## src/hw/rtl/b64sc_pkg.sv

```systemverilog
// ----------------------------------------------------------------------------
// b64sc_pkg: shared types and constants of the base64 stream codec
// Item formats, the job record passed from front to back, alphabet mapping.
// ----------------------------------------------------------------------------
package b64sc_pkg;

  // mode register codes
  localparam logic MODE_ENCODE = 1'b0;
  localparam logic MODE_DECODE = 1'b1;

  // special characters
  localparam logic [7:0] CHAR_PAD   = 8'h3D;  // '='
  localparam logic [7:0] CHAR_PLUS  = 8'h2B;  // '+'
  localparam logic [7:0] CHAR_SLASH = 8'h2F;  // '/'
  localparam logic [5:0] SEXTET_PLUS  = 6'd62;
  localparam logic [5:0] SEXTET_SLASH = 6'd63;

  // input item
  typedef struct packed {
    logic [7:0] in_byte;
    logic       in_last;
  } src_item_t;

  // result item
  typedef struct packed {
    logic [7:0] out_byte;
    logic       out_last;
    logic       bad_length;
  } res_item_t;

  // one group of work for the back end
  typedef struct packed {
    logic [23:0] bits;       // group bits, first item highest
    logic [1:0]  last_idx;   // number of results minus one
    logic        enc;        // results are alphabet characters
    logic [1:0]  pad;        // [1]: third char is '=', [0]: fourth char is '='
    logic        last;       // group ends the stream
    logic        bad;        // error result for a short decode stream
  } job_t;

  // sextet to alphabet character
  function automatic logic [7:0] sextet_to_char(input logic [5:0] v);
    logic [7:0] c;
    if (v < 6'd26) begin
      c = {2'b00, v} + 8'd65;
    end else if (v < 6'd52) begin
      c = {2'b00, v} + 8'd71;
    end else if (v < SEXTET_PLUS) begin
      c = {2'b00, v} - 8'd4;
    end else if (v == SEXTET_PLUS) begin
      c = CHAR_PLUS;
    end else begin
      c = CHAR_SLASH;
    end
    return c;
  endfunction

  // alphabet character to sextet, anything else to zero
  function automatic logic [5:0] char_to_sextet(input logic [7:0] c);
    logic [7:0] t;
    t = 8'h00;
    if (c == CHAR_PLUS) begin
      t = {2'b00, SEXTET_PLUS};
    end else if (c == CHAR_SLASH) begin
      t = {2'b00, SEXTET_SLASH};
    end else if (c inside {[8'h30:8'h39]}) begin
      t = c + 8'd4;
    end else if (c inside {[8'h41:8'h5A]}) begin
      t = c - 8'd65;
    end else if (c inside {[8'h61:8'h7A]}) begin
      t = c - 8'd71;
    end
    return t[5:0];
  endfunction

endpackage

```

## src/hw/rtl/base64_stream_codec.sv

```systemverilog
// ----------------------------------------------------------------------------
// base64_stream_codec: streaming base64 encoder and decoder
// Front gathers groups, a job queue decouples it from the result emitter.
// ----------------------------------------------------------------------------
// Usage:
//   mode_we / mode_wdata write the mode (0 encode, 1 decode); any write also
//   drops a partly gathered group. Write only while the block is idle.
//   Input side is a queue: an item is taken when push is high and full low.
//   source.in_last marks the final item of a stream.
//   Result side is a queue: result holds the oldest item while empty is low,
//   and it is taken when pop is high.
//   A group's job enters the job queue when the item completing it is taken;
//   its first result then passes into the output register once that is free.
//   Throughput: one input item per cycle while the job queue has room, one
//   result per cycle out of the output register while the receiver pops.
//   Encode gives four results per three items, so a long encode stream is
//   bound by the single result port; decode runs at one item a cycle.
//   When the receiver stalls, results wait in the output register, jobs pile
//   up in the job queue (QUEUE_DEPTH groups) and then full rises.
//   Reset (synchronous, rst high) empties both sides and sets encode mode.
// ----------------------------------------------------------------------------
module base64_stream_codec
  import b64sc_pkg::*;
#(
  parameter int QUEUE_DEPTH = 4
) (
  input  logic      clk,
  input  logic      rst,
  input  logic      mode_we,
  input  logic      mode_wdata,
  input  logic      push,
  output logic      full,
  input  src_item_t source,
  output logic      empty,
  input  logic      pop,
  output res_item_t result
);

  logic mode;
  logic accept;
  logic job_push;
  job_t wr_job;
  logic job_pop;
  logic head_valid;
  job_t head;

  assign accept = push && !full;

  // mode register
  always_ff @(posedge clk) begin
    if (rst) begin
      mode <= MODE_ENCODE;
    end else if (mode_we) begin
      mode <= mode_wdata;
    end
  end

  b64sc_front u_front (
    .clk      (clk),
    .rst      (rst),
    .mode     (mode),
    .clear    (mode_we),
    .accept   (accept),
    .source   (source),
    .job_push (job_push),
    .job      (wr_job)
  );

  b64sc_job_queue #(
    .DEPTH (QUEUE_DEPTH)
  ) u_queue (
    .clk        (clk),
    .rst        (rst),
    .push       (job_push),
    .wr_job     (wr_job),
    .full       (full),
    .pop        (job_pop),
    .head_valid (head_valid),
    .head       (head)
  );

  b64sc_back u_back (
    .clk        (clk),
    .rst        (rst),
    .head_valid (head_valid),
    .head       (head),
    .job_pop    (job_pop),
    .empty      (empty),
    .pop        (pop),
    .result     (result)
  );

endmodule

```

## src/hw/rtl/b64sc_front.sv

```systemverilog
// ----------------------------------------------------------------------------
// b64sc_front: group gatherer
// Accepts items, gathers encode or decode groups and issues one job per group.
// ----------------------------------------------------------------------------
module b64sc_front
  import b64sc_pkg::*;
(
  input  logic      clk,
  input  logic      rst,
  input  logic      mode,
  input  logic      clear,
  input  logic      accept,
  input  src_item_t source,
  output logic      job_push,
  output job_t      job
);

  logic [23:0] group_bits, group_bits_next;
  logic [1:0]  group_count, group_count_next;
  logic        third_was_pad, third_was_pad_next;

  logic [23:0] enc_shift;
  logic [23:0] dec_shift;
  logic        is_pad;
  logic [1:0]  drop;

  assign enc_shift = {group_bits[15:0], source.in_byte};
  assign dec_shift = {group_bits[17:0], char_to_sextet(source.in_byte)};
  assign is_pad    = (source.in_byte == CHAR_PAD);
  assign drop      = {1'b0, source.in_last & is_pad} + {1'b0, source.in_last & third_was_pad};

  // group state and job build
  always_comb begin
    group_bits_next    = group_bits;
    group_count_next   = group_count;
    third_was_pad_next = third_was_pad;
    job_push           = 1'b0;
    job                = '0;
    job.enc            = (mode == MODE_ENCODE);
    if (accept) begin
      if (mode == MODE_ENCODE) begin
        if (group_count == 2'd2) begin
          job_push         = 1'b1;
          job.bits         = enc_shift;
          job.last_idx     = 2'd3;
          job.last         = source.in_last;
          group_bits_next  = '0;
          group_count_next = '0;
        end else if (!source.in_last) begin
          group_bits_next  = enc_shift;
          group_count_next = group_count + 2'd1;
        end else begin
          // flush one or two pending bytes with padding
          job_push     = 1'b1;
          job.last_idx = 2'd3;
          job.last     = 1'b1;
          if (group_count == 2'd0) begin
            job.bits = {source.in_byte, 16'h0000};
            job.pad  = 2'b11;
          end else begin
            job.bits = {group_bits[7:0], source.in_byte, 8'h00};
            job.pad  = 2'b01;
          end
          group_bits_next  = '0;
          group_count_next = '0;
        end
      end else begin
        if (group_count == 2'd2) begin
          third_was_pad_next = is_pad;
        end
        if (group_count != 2'd3) begin
          if (source.in_last) begin
            // short decode stream
            job_push           = 1'b1;
            job.last_idx       = 2'd0;
            job.last           = 1'b1;
            job.bad            = 1'b1;
            group_bits_next    = '0;
            group_count_next   = '0;
            third_was_pad_next = 1'b0;
          end else begin
            group_bits_next  = dec_shift;
            group_count_next = group_count + 2'd1;
          end
        end else begin
          job_push           = 1'b1;
          job.bits           = dec_shift;
          job.last_idx       = 2'd2 - drop;
          job.last           = source.in_last;
          group_bits_next    = '0;
          group_count_next   = '0;
          third_was_pad_next = 1'b0;
        end
      end
    end
    if (clear) begin
      group_bits_next    = '0;
      group_count_next   = '0;
      third_was_pad_next = 1'b0;
    end
  end

  // state registers
  always_ff @(posedge clk) begin
    if (rst) begin
      group_bits    <= '0;
      group_count   <= '0;
      third_was_pad <= 1'b0;
    end else begin
      group_bits    <= group_bits_next;
      group_count   <= group_count_next;
      third_was_pad <= third_was_pad_next;
    end
  end

endmodule

```

## src/hw/rtl/b64sc_job_queue.sv

```systemverilog
// ----------------------------------------------------------------------------
// b64sc_job_queue: job queue
// Small first-in first-out store of jobs between the front and back ends.
// ----------------------------------------------------------------------------
module b64sc_job_queue
  import b64sc_pkg::*;
#(
  parameter int DEPTH = 4
) (
  input  logic clk,
  input  logic rst,
  input  logic push,
  input  job_t wr_job,
  output logic full,
  input  logic pop,
  output logic head_valid,
  output job_t head
);

  localparam int AW = (DEPTH > 1) ? $clog2(DEPTH) : 1;
  localparam int CW = $clog2(DEPTH + 1);

  job_t          slots [DEPTH];
  logic [AW-1:0] wr_ptr;
  logic [AW-1:0] rd_ptr;
  logic [CW-1:0] fill;

  assign full       = (fill == CW'(DEPTH));
  assign head_valid = (fill != '0);
  assign head       = slots[rd_ptr];

  // storage
  always_ff @(posedge clk) begin
    if (push) begin
      slots[wr_ptr] <= wr_job;
    end
  end

  // pointers and fill level
  always_ff @(posedge clk) begin
    if (rst) begin
      wr_ptr <= '0;
      rd_ptr <= '0;
      fill   <= '0;
    end else begin
      if (push) begin
        wr_ptr <= (wr_ptr == AW'(DEPTH - 1)) ? '0 : wr_ptr + AW'(1);
      end
      if (pop) begin
        rd_ptr <= (rd_ptr == AW'(DEPTH - 1)) ? '0 : rd_ptr + AW'(1);
      end
      if (push && !pop) begin
        fill <= fill + CW'(1);
      end else if (pop && !push) begin
        fill <= fill - CW'(1);
      end
    end
  end

endmodule

```

## src/hw/rtl/b64sc_back.sv

```systemverilog
// ----------------------------------------------------------------------------
// b64sc_back: result emitter
// Walks each job one result per cycle, while the output stage is empty or popped, into that registered stage.
// ----------------------------------------------------------------------------
module b64sc_back
  import b64sc_pkg::*;
(
  input  logic      clk,
  input  logic      rst,
  input  logic      head_valid,
  input  job_t      head,
  output logic      job_pop,
  output logic      empty,
  input  logic      pop,
  output res_item_t result
);

  logic [1:0] idx;
  logic       out_valid;
  logic       load;
  logic [5:0] sextet;
  logic [7:0] dec_byte;
  res_item_t  next_item;

  assign empty   = !out_valid;
  assign load    = head_valid && (!out_valid || pop);
  assign job_pop = load && (idx == head.last_idx);

  // select the result at the current index
  always_comb begin
    case (idx)
      2'd0:    sextet = head.bits[23:18];
      2'd1:    sextet = head.bits[17:12];
      2'd2:    sextet = head.bits[11:6];
      default: sextet = head.bits[5:0];
    endcase
    case (idx)
      2'd0:    dec_byte = head.bits[23:16];
      2'd1:    dec_byte = head.bits[15:8];
      2'd2:    dec_byte = head.bits[7:0];
      default: dec_byte = 8'h00;
    endcase
    next_item            = '0;
    next_item.out_last   = head.last && (idx == head.last_idx);
    next_item.bad_length = head.bad;
    if (head.bad) begin
      next_item.out_byte = 8'h00;
    end else if (head.enc) begin
      if ((idx == 2'd2 && head.pad[1]) || (idx == 2'd3 && head.pad[0])) begin
        next_item.out_byte = CHAR_PAD;
      end else begin
        next_item.out_byte = sextet_to_char(sextet);
      end
    end else begin
      next_item.out_byte = dec_byte;
    end
  end

  // index within the current job
  always_ff @(posedge clk) begin
    if (rst) begin
      idx <= '0;
    end else if (load) begin
      idx <= job_pop ? 2'd0 : idx + 2'd1;
    end
  end

  // output stage
  always_ff @(posedge clk) begin
    if (rst) begin
      out_valid <= 1'b0;
    end else if (load) begin
      out_valid <= 1'b1;
    end else if (pop) begin
      out_valid <= 1'b0;
    end
  end

  always_ff @(posedge clk) begin
    if (load) begin
      result <= next_item;
    end
  end

endmodule
```

## config.mk

```make
export PLATFORM = sky130hd
export DESIGN_NAME = base64_stream_codec
export DESIGN_NICKNAME = d
export VERILOG_FILES = /design/src/hw/rtl/b64sc_pkg.sv /design/src/hw/rtl/base64_stream_codec.sv /design/src/hw/rtl/b64sc_front.sv /design/src/hw/rtl/b64sc_job_queue.sv /design/src/hw/rtl/b64sc_back.sv
export SDC_FILE = /design/constraint.sdc
export NUM_CORES = 1
export LEC_CHECK = 0
export BUFFER_PORTS_ARGS = -buffer_cell sky130_fd_sc_hd__buf_4
export CAP_MARGIN = 10
export CORE_MARGIN = 3
export CORE_UTILIZATION = 25
export CTS_CLUSTER_DIAMETER = 150
export DETAILED_ROUTE_END_ITERATION = 7
export GPL_ROUTABILITY_DRIVEN = 0
export MAX_ROUTING_LAYER = met4
export SLEW_MARGIN = 20
export SYNTH_ARGS = -nofsm -noshare
export SYNTH_HDL_FRONTEND = slang
export SYNTH_SLANG_ARGS = --single-unit
```

## constraint.sdc

```tcl
create_clock -name clk -period 7.1 [get_ports clk]
set_input_delay 1.42 -clock clk [delete_from_list [all_inputs] [get_ports clk]]
set_output_delay 1.42 -clock clk [all_outputs]
set_load 0.02 [all_outputs]
```

==> key figures, run 1 <==
Run status
  – Status: finished clean

Power
  – Lkg Pwr: 3.35 nW
  – Power Total: roughly 3.2 mW
  – Clk pwr share: 0.294
  – Switching part of the total: 0.340
  – Power Density: 330 mW/mm^2
  – Sequential power share: 0.382
  – Net Switching: 1.10 mW
  – Logic pwr share: 0.324
  – VDD IR max: 0.000200 V
  – Internal Power: ~2.1 mW

Clock tree
  – CTS tree: built
  – Clock Tree Buf Depth: 2
  – Worst-Skew Late Latency: 0.43 ns
  – Clock-pin slew on the worst setup and hold paths: 0.07 ns
  – Root buffer cell: clkbuf_16
  – Post-CTS sizing: 0
  – Clock Sinks: 168
  – Clock buffer count from CTS: 17
  – H-tree levels: 4
  – Hold Buf Count CTS: 0
  – Setup Fix Bufs, Post-CTS: 0

Yosys
  – Yosys synthesis warning count: 0
  – Largest cells by area after synthesis: edfxtp_1, dfxtp_1, mux4_2
  – Async set-reset flop share out of synthesis: 0
  – Yosys top cell area share: 0.467
  – Mean Syn Cell Area: about 12 um^2
  – Mapped Cells: 742
  – Seq/Total Area, Yosys: 0.545
  – Area leader, netlist: edfxtp_1
  – Mapped Area: 0.00862 mm^2
  – Netlist cell types: 71
  – EDFF count, synth: about 130
  – Mapped Nets: 785
  – Top_reg_cell synth: edfxtp_1
  – Synthesized flop and latch total: 168

Flow run
  – Max Cap Viol: 0

Floorplan
  – Site Rows: 67
  – Total die area: between 0.03 and 0.04 mm^2
  – Total core area: 0.0338 mm^2
  – Die width: 192 um
  – Initial core utilization: 0.255
  – I/O Pins: 27
  – Die Y: 192 um

GRT
  – Vias in the first global route: 5,781
  – Initial antenna violation count: 0
  – Grt total ovfl: 0
  – Largest net degree at the start of global routing: 41
  – All-Layer GR Usage: 0.117
  – First-pass GRT wire length: 32,800 um

Timing
  – RSZ-0062 raised after global routing: no
  – Min cycle time layout: 3.91 ns
  – Fin crit share: 0.550
  – Slew margin rel.: 0.245
  – Final hold viol count: 0
  – Fmax: 0.256 GHz
  – Worst-margin pin slew: between 1 and 1.5 ns
  – Final setup violating endpoints: 0
  – Final Max Tran Viols: 0
  – Skew final: 0.0120 ns
  – Setup TNS: 0 ns

Min path
  – Hold WC Path Type: flip-flop to flip-flop

Cells and area
  – Area growth, synth to finish: 13.9%
  – Ant. Diodes: 0
  – Net count reported at finish: approximately 800
  – Number of fill cells: 3,437
  – Layout cells sized above 1: 0.147

Critical path
  – Arrival time at the worst endpoint: around 4.2 ns
  – Flop-to-flop setup slack: around 3.2 ns
  – Largest stage delay, worst path: 0.78 ns
  – CP Data Required Time: 7.37 ns
  – Worst path depth: 10
  – Reg2Reg Depth: 10
  – Critical Path End: u_back.result[6]$_SDFFCE_PP0P_
  – CP bufs+invs: 2
  – Reg2reg end: u_back.result[6]$_SDFFCE_PP0P_
  – Setup crit end kind: flip-flop
  – CP Launch Type: flip-flop
  – Crit Path Category: flip-flop to flip-flop
  – Worst-path maximum fanout: 27
  – CP delay by family, top: simple AND/OR/NAND/NOR gates
  – Slowest cell on crit path: dfxtp_1
  – CP cell instances: buf_4 > nand2_1 > o22ai_1 > o32a_1 > inv_1 > ha_1 > nor3_1 > a211oi_1 > or4_1 > a211oi_2

Drt
  – Final ANT Viol Nets: 0
  – DRT Wirelength: around 20,000 um
  – Initial drt markers: 707
  – Routed vias: around 6,000
  – DR DRC count: 0
  – Detailed Routing Iterations Pass 1: 4
  – Wire length per cell: 17.0 um
  – Via-to-Cell Ratio: 4.91

Place
  – DPL Wire Length: about 14,000 um
  – Input/output buffers: 26
## sequential cells by signal (all words and copies together), names as in the netlist, named ones only
register / count
u_back.idx: 2
u_front.group_count: 2
u_queue.rd_ptr: 2
u_front.group_bits: 18
u_queue.wr_ptr: 2
u_queue.slots: 124
u_queue.fill: 3
u_back.result: 10
u_front.third_was_pad: 1
mode: 1
u_back.out_valid: 1
## layout by cell type (no fill, tap or decap), types with 5 or more instances in the layout
master,Yosys,final
a211oi_1,10,10
a21oi_1,51,51
a221oi_1,18,18
a31oi_1,9,9
and2_1,8,8
and3_1,5,5
buf_4,2,37
clkbuf_16,0,17
dfxtp_1,34,33
edfxtp_1,134,134
ha_1,27,27
inv_1,26,26
mux2_2,5,5
mux2i_1,35,35
mux4_2,21,21
nand2_1,67,67
nand2b_1,12,12
nand3_1,19,19
nor2_1,72,72
nor2b_1,5,5
nor3_1,27,26
o21ai_0,17,17
or2_2,5,5
xnor2_1,7,7
## per-stage QoR
step	utilization	cell area, um^2	hold WS [ns]	setup WS, ns	std cells
after global placement	0.273	9220	0.459	2.98	1179
after floorplan	-	8620	0.446	3.34	742
after global routing	0.291	9820	0.516	2.86	1211
final	0.291	9820	0.471	3.19	1211
after CTS	0.291	9820	0.475	3.20	1211
after detailed placement	0.273	9220	0.465	2.95	1179
## area by class of cell
cell class | count | area (um^2) | share of cell area
Clock buffer | 18 | 429 | 0.0437
Multi-Input combinational cell | 499 | 3570 | 0.363
Inverter | 27 | 101 | 0.0103
Sequential cell | 168 | 4710 | 0.479
Tap cell | 448 | 561 | 0.0571
Timing Repair Buffer | 37 | 278 | 0.0283
Clock inverter | 14 | 179 | 0.0182
## cell usage after synthesis (all sizes together), types with 18 or more instances
cell type,n
a21oi,51
a221oi,18
clkbuf,31
dfxtp,34
edfxtp,134
ha,27
inv,26
mux2i,35
mux4,21
nand2,68
nand3,20
nor2,73
nor3,27
o21ai,20
## power by group through the flow
stage | Combinational, mW | Sequential (mW) | Clock (mW)
finish | 1.05 | 1.24 | 0.951
global route | 1.16 | 1.25 | 1.02
CTS | 1.05 | 1.24 | 0.974
detailed placement | 1.05 | 1.26 | 0
global placement | 1.04 | 1.26 | 0
floorplan | 0.793 | 1.27 | 0
## metal layers
metal / vias up / track usage / part of all wire
li1: 2813 / - / -
met1: 2948 / 0.166 / 0.49
met2: 162 / 0.171 / 0.45
met3: 27 / 0.0248 / 0.045
met4: 0 / 0.0319 / 0.019
met5: - / - / 0
## worst min-delay path, stage by stage, from the launching register on
cell     delay (ns)
dfxtp_1        0.32
nand2_1        0.06
a21oi_1        0.05
## how the worst min path moves through the flow
stage | cells after the start | end | startpoint | slack (ns)
floorplan | 2 | u_back.out_valid$_SDFFE_PP0P_ | u_back.out_valid$_SDFFE_PP0P_ | 0.45
global placement | 2 | u_back.out_valid$_SDFFE_PP0P_ | u_back.out_valid$_SDFFE_PP0P_ | 0.46
detailed placement | 2 | u_back.out_valid$_SDFFE_PP0P_ | u_back.out_valid$_SDFFE_PP0P_ | 0.47
CTS | 2 | u_back.out_valid$_SDFFE_PP0P_ | u_back.out_valid$_SDFFE_PP0P_ | 0.47
global route | 2 | u_back.out_valid$_SDFFE_PP0P_ | u_back.out_valid$_SDFFE_PP0P_ | 0.52
finish | 2 | u_back.out_valid$_SDFFE_PP0P_ | u_back.out_valid$_SDFFE_PP0P_ | 0.47
## logic make-up after synthesis
family,after synthesis,share of synthesized area
mux,61,0.102
buf+inv,75,0.0411
compound gates,165,0.135
simple gates,236,0.126
fa+ha+maj,28,0.0415
flops,168,0.545
xor+xnor,9,0.00914
Power figures use the tool's default switching activity.
==> run 2: changes to the inputs <==
Clock period 7.1 ns to 3.29 ns, I/O delays scaled along.
==> key figures, run 2 (synthesized netlist as in run 1, its figures left out) <==
Cells and area
  – Core Util, Final: 0.296 (+0.00544)
  – Area growth, synth to finish: 16.0%
  – Largest regs: u_queue.slots x124, u_front.group_bits x18, u_back.result x10
  – Largest register FFs: 124 (unchanged)
  – Net count reported at finish: 817 (+3.0%)
  – Commonest cells after routing, fill and taps aside: edfxtp_1, nor2_1, nand2_1, buf_4, a21oi_1
  – Commonest non-fill, non-tap cell in the layout: edfxtp_1
  – Layout cells sized above 1: 0.177 (+0.0298)
  – Largest register by flop count: u_queue.slots
  – Ant. Diodes: 0 (unchanged)
  – Final non-filler cell total: 1,235 (+2.0%)
  – Number of fill cells: 3,443 (+0.17%)

Floorplan
  – Total die area: 0.0368 mm^2 (unchanged)
  – Total core area: 0.0338 mm^2 (unchanged)
  – I/O Pins: 27 (unchanged)
  – Die Y: 192 um (unchanged)
  – Site Rows: 67 (unchanged)
  – Initial core utilization: 0.255 (unchanged)
  – Die width: 192 um (unchanged)

Timing
  – Setup TNS: 0 ns (unchanged)
  – Worst-margin pin slew: 0.782 ns (-0.351 ns)
  – Final setup violating endpoints: 0 (unchanged)
  – Final hold viol count: 0 (unchanged)
  – Final Max Tran Viols: 0 (unchanged)
  – Min cycle time layout: 3.05 ns (-0.860 ns)
  – Fmax: 0.328 GHz (+28%)
  – Slew margin rel.: 0.478 (+0.234)
  – RSZ-0062 raised after global routing: no
  – Skew final: 0.0162 ns (+0.00423 ns)
  – Fin crit share: 0.927 (+0.376)

Critical path
  – CP cell instances: buf_12 > mux2i_1 > o221ai_1 > o32a_1 > inv_1 > ha_2 > inv_1 > nand3_2 > nor2_1 > or4_1 > a211oi_2
  – CP delay by family, top: compound AO/OA/AOI/OAI gates
  – Crit Path Category: flip-flop to flip-flop
  – CP bufs+invs: 3 (+1)
  – Worst-path maximum fanout: 34 (+26%)
  – Slowest cell on crit path: or4_1
  – CP Data Required Time: 3.55 ns (-3.82 ns)
  – Setup crit end kind: flip-flop
  – Most used cell, CP: inv_1
  – CP Launch Type: flip-flop
  – Largest stage delay, worst path: 0.51 ns (-0.27 ns)
  – Arrival time at the worst endpoint: 3.31 ns (-0.87 ns)

Drt
  – DR DRC count: 0 (unchanged)
  – M1 WL: 10,000 um (about the same)
  – Via-to-Cell Ratio: 4.84 (-1.5%)
  – Wire length per cell: 17.0 um (about the same)
  – Final ANT Viol Nets: 0 (unchanged)
  – Wire length on met3: 1150 um (+24%)
  – WL met2: 9580 um (+3.7%)
  – Detailed Routing Iterations Pass 1: 5 (+1)
  – DRT Wirelength: 21,000 um (+1.9%)
  – Routed vias: 5,975 (+0.42%)
  – Top sig layer: met4
  – Initial drt markers: 503 (-29%)

Power
  – Power Total: 7.06 mW (+120%)
  – VDD IR max: 0.000468 V (+130%)
  – Logic pwr share: 0.353 (+0.029)
  – Clk pwr share: 0.273 (-0.021)
  – Lkg Pwr: 3.46 nW (+3.5%)
  – Power Density: 706 mW/mm^2 (+110%)
  – Switching part of the total: 0.347 (+0.00749)
  – Net Switching: 2.45 mW (+120%)
  – Sequential power share: 0.374 (-0.008)
  – Internal Power: 4.61 mW (+120%)

Flow run
  – Max Cap Viol: 0 (unchanged)

Clock tree
  – Post-CTS sizing: 0 (unchanged)
  – Clock Sinks: 168 (unchanged)
  – Clock buffer count from CTS: 17 (unchanged)
  – Clock-pin slew on the worst setup and hold paths: 0.07 ns (about the same)
  – Hold Buf Count CTS: 0 (unchanged)
  – Root buffer cell: clkbuf_16
  – H-tree levels: 4 (unchanged)
  – Worst-Skew Late Latency: 0.43 ns (about the same)
  – Setup Fix Bufs, Post-CTS: 0 (unchanged)
  – CTS tree: built
  – Clock Tree Buf Depth: 2 (unchanged)

Place
  – Input/output buffers: 26 (unchanged)
  – Placed Instances: 1,203 (+2.0%)
  – DPL Wire Length: 14,300 um (+4.6%)

Min path
  – Hold WC Path Type: flip-flop to flip-flop
  – Worst Hold Launch: u_back.out_valid$_SDFFE_PP0P_

GRT
  – All-Layer GR Usage: 0.120 (+0.00320)
  – Initial antenna violation count: 0 (unchanged)
  – Grt total ovfl: 0 (unchanged)
  – Vias in the first global route: 5,810 (+0.50%)
  – First-pass GRT wire length: 33,800 um (+3.0%)
  – Largest net degree at the start of global routing: 41 (unchanged)

Run status
  – Status: finished clean
-- run 2: layout make-up --
type | instances | area (um^2) | share of cell area
Sequential cell | 168 | 4710 | 0.470
Multi-Input combinational cell | 499 | 3580 | 0.358
Tap cell | 448 | 561 | 0.0560
Timing Repair Buffer | 61 | 483 | 0.0483
Clock buffer | 17 | 425 | 0.0425
Clock inverter | 15 | 153 | 0.0153
Inverter | 27 | 101 | 0.0101
-- run 2: layer usage --
| layer | track usage | vias to the layer above |
|---|---|---|
| li1 | - | 2848 |
| met1 | 0.168 | 2916 |
| met2 | 0.181 | 192 |
| met3 | 0.0228 | 19 |
| met4 | 0.0291 | 0 |
| met5 | - | - |
-- run 2: worst min-delay path, cell delays in order, from the launching register on --
cell and delay, ns:
dfxtp_1 0.33, nand2_1 0.06, a21oi_1 0.05
-- run 2: final timing paths --
path         slack, ns  cells past startpoint                        endpoint
max               0.24                     11  u_back.result[6]$_SDFFCE_PP0P_
min               0.48                      2   u_back.out_valid$_SDFFE_PP0P_
max reg2reg       0.24                     11  u_back.result[6]$_SDFFCE_PP0P_
min reg2reg       0.48                      2   u_back.out_valid$_SDFFE_PP0P_
-- run 2: power by group through the flow --
stage | registers [mW] | clock network, mW | logic (mW)
after detailed placement | 2.69 | 0 | 2.47
after global placement | 2.69 | 0 | 2.47
after global routing | 2.67 | 2.09 | 2.72
after floorplan | 2.75 | 0 | 1.71
final | 2.64 | 1.93 | 2.49
after CTS | 2.64 | 1.98 | 2.49
-- run 2: per-stage QoR --
step                      hold WS [ns]  area (um^2)  setup slack [ns]
final                            0.478        10000             0.241
after global placement           0.459         9420             0.253
after CTS                        0.469        10000             0.181
after floorplan                  0.446         8620             0.223
after global routing             0.492        10000            0.0234
after detailed placement         0.473         9420             0.138
